File: config.mk
export PLATFORM = sky130hd
export DESIGN_NAME = spcd_cell
export DESIGN_NICKNAME = d
export VERILOG_FILES = /design/src/rtl/core/spcd_pkg.sv /design/src/rtl/core/spcd_cell.sv
export SDC_FILE = /design/constraint.sdc
export NUM_CORES = 2
export LEC_CHECK = 0
export BUFFER_PORTS_ARGS = -buffer_cell sky130_fd_sc_hd__buf_2
export CORE_AREA = 3 3 323 325
export CTS_CLUSTER_SIZE = 24
export DETAILED_ROUTE_END_ITERATION = 10
export DIE_AREA = 0 0 326 328
export PLACE_DENSITY = 0.67
export SYNTH_ARGS = -nofsm -noshare
export SYNTH_HDL_FRONTEND = slang
export SYNTH_SLANG_ARGS = --single-unit
File: constraint.sdc
create_clock -name i_clk -period 16.85 [get_ports i_clk]
set_input_delay 1.685 -clock i_clk [delete_from_list [all_inputs] [get_ports i_clk]]
set_output_delay 1.685 -clock i_clk [all_outputs]
set_load 0.1 [all_outputs]
File: src/rtl/core/spcd_pkg.sv
`timescale 1ns / 1ps
// ----------------------------------------------------------------------------
// spcd_pkg
// Shared types and constants for the sphere pair collision detector.
// ----------------------------------------------------------------------------
package spcd_pkg;

    localparam int MAX_BALLS_DEF = 64;
    localparam logic [1:0] DIMS_RESET = 2'd3;

    // One ball as it enters the block.
    typedef struct packed {
        logic               start_new_set;
        logic signed [15:0] coord_0;
        logic signed [15:0] coord_1;
        logic signed [15:0] coord_2;
        logic        [15:0] radius;
    } t_in_word;

    // One result word.
    typedef struct packed {
        logic       pair_found;
        logic [5:0] first_index;
        logic [5:0] second_index;
        logic       set_full;
        logic       last;
    } t_out_word;

    // Stored ball.
    typedef struct packed {
        logic signed [15:0] c0;
        logic signed [15:0] c1;
        logic signed [15:0] c2;
        logic        [15:0] r;
    } t_ball;

    // Broadcast from the controller into the cell row.
    typedef struct packed {
        logic       clear;
        logic [1:0] dims;
    } t_cell_ctl;

endpackage

File: src/rtl/core/spcd_cell.sv
`timescale 1ns / 1ps
// ----------------------------------------------------------------------------
// spcd_cell
// One stored ball slot; compares its ball with the probe passing through.
// ----------------------------------------------------------------------------
module spcd_cell (
    input  logic               i_clk,
    input  logic               i_rst_n,
    input  spcd_pkg::t_cell_ctl i_ctl,
    input  logic               i_wr,
    input  spcd_pkg::t_ball    i_wball,
    input  spcd_pkg::t_ball    i_probe,
    input  logic               i_pvalid,
    output spcd_pkg::t_ball    o_probe,
    output logic               o_pvalid,
    output logic               o_hit
);
    spcd_pkg::t_ball r_ball;
    logic            r_full;
    spcd_pkg::t_ball r_probe;
    logic            r_pvalid;
    logic [33:0]     r_sq0, r_sq1, r_sq2;
    logic [33:0]     r_r2;
    logic            r_s1v;
    logic            r_hit;

    logic signed [16:0] d0, d1, d2;
    logic        [16:0] a0, a1, a2, rs;
    logic        [35:0] dist_sq;

    // Stored ball and occupancy.
    always_ff @(posedge i_clk) begin
        if (!i_rst_n) begin
            r_full <= 1'b0;
        end else if (i_ctl.clear) begin
            r_full <= 1'b0;
        end else if (i_wr) begin
            r_full <= 1'b1;
        end
        if (i_wr) begin
            r_ball <= i_wball;
        end
    end

    // Stage one: squared differences and squared radius sum.
    always_comb begin
        d0 = 17'(i_probe.c0) - 17'(r_ball.c0);
        d1 = 17'(i_probe.c1) - 17'(r_ball.c1);
        d2 = 17'(i_probe.c2) - 17'(r_ball.c2);
        a0 = d0[16] ? 17'(-d0) : 17'(d0);
        a1 = d1[16] ? 17'(-d1) : 17'(d1);
        a2 = d2[16] ? 17'(-d2) : 17'(d2);
        rs = {1'b0, i_probe.r} + {1'b0, r_ball.r};
        dist_sq = {2'b0, r_sq0} + ((i_ctl.dims >= 2'd2) ? {2'b0, r_sq1} : 36'd0)
                + ((i_ctl.dims == 2'd3) ? {2'b0, r_sq2} : 36'd0);
    end

    always_ff @(posedge i_clk) begin
        if (!i_rst_n) begin
            r_pvalid <= 1'b0;
            r_s1v    <= 1'b0;
            r_hit    <= 1'b0;
        end else begin
            r_pvalid <= i_pvalid;
            r_s1v    <= i_pvalid & r_full;
            r_hit    <= r_s1v && (dist_sq <= {2'b0, r_r2});
        end
        r_probe <= i_probe;
        r_sq0   <= a0 * a0;
        r_sq1   <= a1 * a1;
        r_sq2   <= a2 * a2;
        r_r2    <= rs * rs;
    end

    assign o_probe  = r_probe;
    assign o_pvalid = r_pvalid;
    assign o_hit    = r_hit;
endmodule

==> flow_metrics.py <==
metrics = {
    "status": {
        "run_status": "complete, no violations",
    },
    "die": {
        "dieArea_um2": 107000,
        "fp-row-count": 117,
        "die_height_um": 328,
        "dieWidth_um": 326,
        "start_util_pct": 44.8,
        "ios": 201,
        "core_area_um2": 102000,
    },
    "yosys": {
        "seq_area_frac_synth_pct": 13.0,
        "netlist.area_leader.share_pct": 35.3,
        "syn_area_per_cell_um2": 9.13,
        "ys_top_cells_by_area": "sky130_fd_sc_hd__fa_1, sky130_fd_sc_hd__ha_1, sky130_fd_sc_hd__inv_1",
        "postSynthCellCount": 4992,
        "ys_seq_elements": 264,
        "synth_area_leader_cell": "sky130_fd_sc_hd__fa_1",
        "ys_async_sr_fraction_pct": 0,
        "yosysWarnings": 0,
        "synth_enable_flop_cells": 64,
        "yosys_most_used_dff": "sky130_fd_sc_hd__dfxtp_1",
        "ys_types": 89,
        "synth_area_um2": 45600,
    },
    "clocking": {
        "clock_path_buffers": 3,
        "tritoncts_num_sinks": 264,
        "post_cts_setup_inserts": 0,
        "clock_tree.htree_level_count": 1,
        "clock_tree_from_tritoncts": "built",
        "clock_latency_ps": 630,
        "cts-root-buf": "sky130_fd_sc_hd__clkbuf_16",
        "clkTransAtPathRegs_ps": 60,
        "cts_inserted_buffers": 31,
        "post_cts_resize_count": 0,
        "postCtsHoldBufs": 0,
    },
    "global_route": {
        "grt_start_max_net_pins": 67,
        "global_route.usage.total_pct": 20.3,
        "grt_pass1_vias": 35500,
        "grt_antenna_before_repair": 7,
        "remaining_global_route_overflow": 0,
        "global_route_wire_length_before_repair_um": 177000,
    },
    "sta": {
        "layout_setup_ws_ps": 5810,
        "final.setup.tns_ps": 0,
        "maxClockFrequency_ghz": 0.0906,
        "hold-worst-slack_ps": 464,
        "clock_period_minus_final_worst_setup_slack_ps": 11040,
        "finalHoldViolations": 0,
        "skew_ps": 23.3,
        "setup-violations-final": 0,
        "worst_pin_slew_ps": 1270,
        "timing.final.max_slew_violations": 0,
        "rsz0062_at_grt": "no",
        "timing.slew.headroom_pct": 14.8,
        "final_min_period_over_clock_period_pct": 65.5,
    },
    "placed_design": {
        "place.detailed.hpwl_um": 90000,
        "buffers_added_on_ports": 200,
        "gp_congestion": 0.901,
        "dp_worst_setup_slack_ps": 5270,
    },
    "layout": {
        "final_net_count": 6706,
        "share_of_cells_above_drive_strength_1_pct": 6.81,
        "mostFrequentLayoutCell": "sky130_fd_sc_hd__inv_1",
        "finish.utilization_pct": 48.7,
        "fillerInstances": 9609,
        "layout_common_cells": "sky130_fd_sc_hd__inv_1, sky130_fd_sc_hd__fa_1, sky130_fd_sc_hd__ha_1, sky130_fd_sc_hd__nor2_1, sky130_fd_sc_hd__nand2_1",
        "area_growth_pct": 8.62,
    },
    "drt": {
        "route.detailed.drc": 0,
        "routed_wire_length_um": 106000,
        "antenna_violating_nets_left": 0,
        "drt_iter0_drc": 1572,
        "detailroute.via_count": 33300,
        "via_per_inst": 5.03,
        "firstDrtPassIters": 5,
        "routed_wire_length_per_instance_um": 16.0,
    },
    "min_path": {
        "timing.hold.worst.class": "reg -> reg",
    },
    "setup_path": {
        "timing.setup.critical_path_class": "in -> reg",
        "critPathArrivalTime_ps": 11580,
        "critPathMaxFanout": 11,
        "critical-path-slowest-cell": "sky130_fd_sc_hd__fa_1",
        "worstSetupEndpointType": "register",
        "crit_path_start_kind": "input pin",
        "worst-endpoint-required_ps": 17390,
        "critPathMaxStageDelay_ps": 550,
    },
    "job": {
        "maxCapViolCount": 0,
    },
}
-- critical path, delay by kind of cell --
kind | cells | cell delay, ps
adder cells (fa/ha/maj) | 9 | 3910
buffers and inverters | 8 | 900
AND/OR/NAND/NOR | 6 | 1530
AO/OA/AOI/OAI | 11 | 2890
XOR/XNOR | 2 | 650
-- metal layers --
metal / vias up / global-route usage, % / wire length, um
li1: 15900 / - / -
met1: 16400 / 26.4 / 45300
met2: 802 / 35.4 / 51700
met3: 161 / 3.48 / 6340
met4: 6 / 4.62 / 2640
met5: - / 0 / 41
-- stage by stage --
stage | area (um^2) | cells
finish | 49500 | 6613
global route | 49500 | 6612
CTS | 49500 | 6612
detailed placement | 48400 | 6554
global placement | 48400 | 6554
floorplan | 45700 | 5028
-- area by class of cell --
type	count	area, um^2	share of cell area [%]
multi-input combinational	3416	34700	70.1
sequential	264	5930	12.0
inverter	1263	4740	9.58
tap	1368	1710	3.46
timing repair buffer	243	1330	2.68
clock buffer	33	793	1.60
clock inverter	25	302	0.609
antenna	1	2.50	0.00505
-- flip-flops by register name (all words and copies together), names as in the netlist, 33 cells and up --
name,flops
o_probe,64
r_ball,64
r_r2,33
r_sq0,33
r_sq1,33
r_sq2,33
-- cells in the mapped netlist (14+ instances only) --
master and instances:
sky130_fd_sc_hd__nand2_1 375, sky130_fd_sc_hd__edfxtp_1 64, sky130_fd_sc_hd__nor3_1 45, sky130_fd_sc_hd__nand3_1 47, sky130_fd_sc_hd__o21ai_0 94, sky130_fd_sc_hd__a211oi_1 26, sky130_fd_sc_hd__inv_1 1231, sky130_fd_sc_hd__xor2_1 78
sky130_fd_sc_hd__o211ai_1 16, sky130_fd_sc_hd__a21oi_1 180, sky130_fd_sc_hd__ha_1 549, sky130_fd_sc_hd__fa_1 803, sky130_fd_sc_hd__o21a_1 43, sky130_fd_sc_hd__nor2_1 405, sky130_fd_sc_hd__nand4_1 24, sky130_fd_sc_hd__a31oi_1 19
sky130_fd_sc_hd__o31ai_1 18, sky130_fd_sc_hd__nor2b_1 32, sky130_fd_sc_hd__dfxtp_1 200, sky130_fd_sc_hd__o21bai_1 29, sky130_fd_sc_hd__nand2b_1 40, sky130_fd_sc_hd__xnor2_1 171, sky130_fd_sc_hd__clkinv_1 18, sky130_fd_sc_hd__clkbuf_1 74
sky130_fd_sc_hd__and2_1 54, sky130_fd_sc_hd__a21o_1 80, sky130_fd_sc_hd__or2_2 18, sky130_fd_sc_hd__and3_1 57, sky130_fd_sc_hd__inv_2 14
-- logic make-up after synthesis --
logic type	share of synthesized area, %
adder cells (fa/ha/maj)	50.3
buffers and inverters	11.2
AND/OR/NAND/NOR	11.5
AO/OA/AOI/OAI	9.03
flip-flops	13.0
XOR/XNOR	4.82
multiplexers	0.178
other	0.0165
-- path summary, 6_finish.rpt --
kind,cells past startpoint,slack [ps],to,startpoint
min reg2reg,1,460,o_hit,r_s1v
max reg2reg,34,6610,r_sq2[30],r_ball[16]
min,1,460,o_hit,r_s1v
max,36,5810,r_sq2[30],i_probe[16]
Power is not shown: default switching activity piles up to over one toggle a cycle in this logic, so the estimate is an artifact.
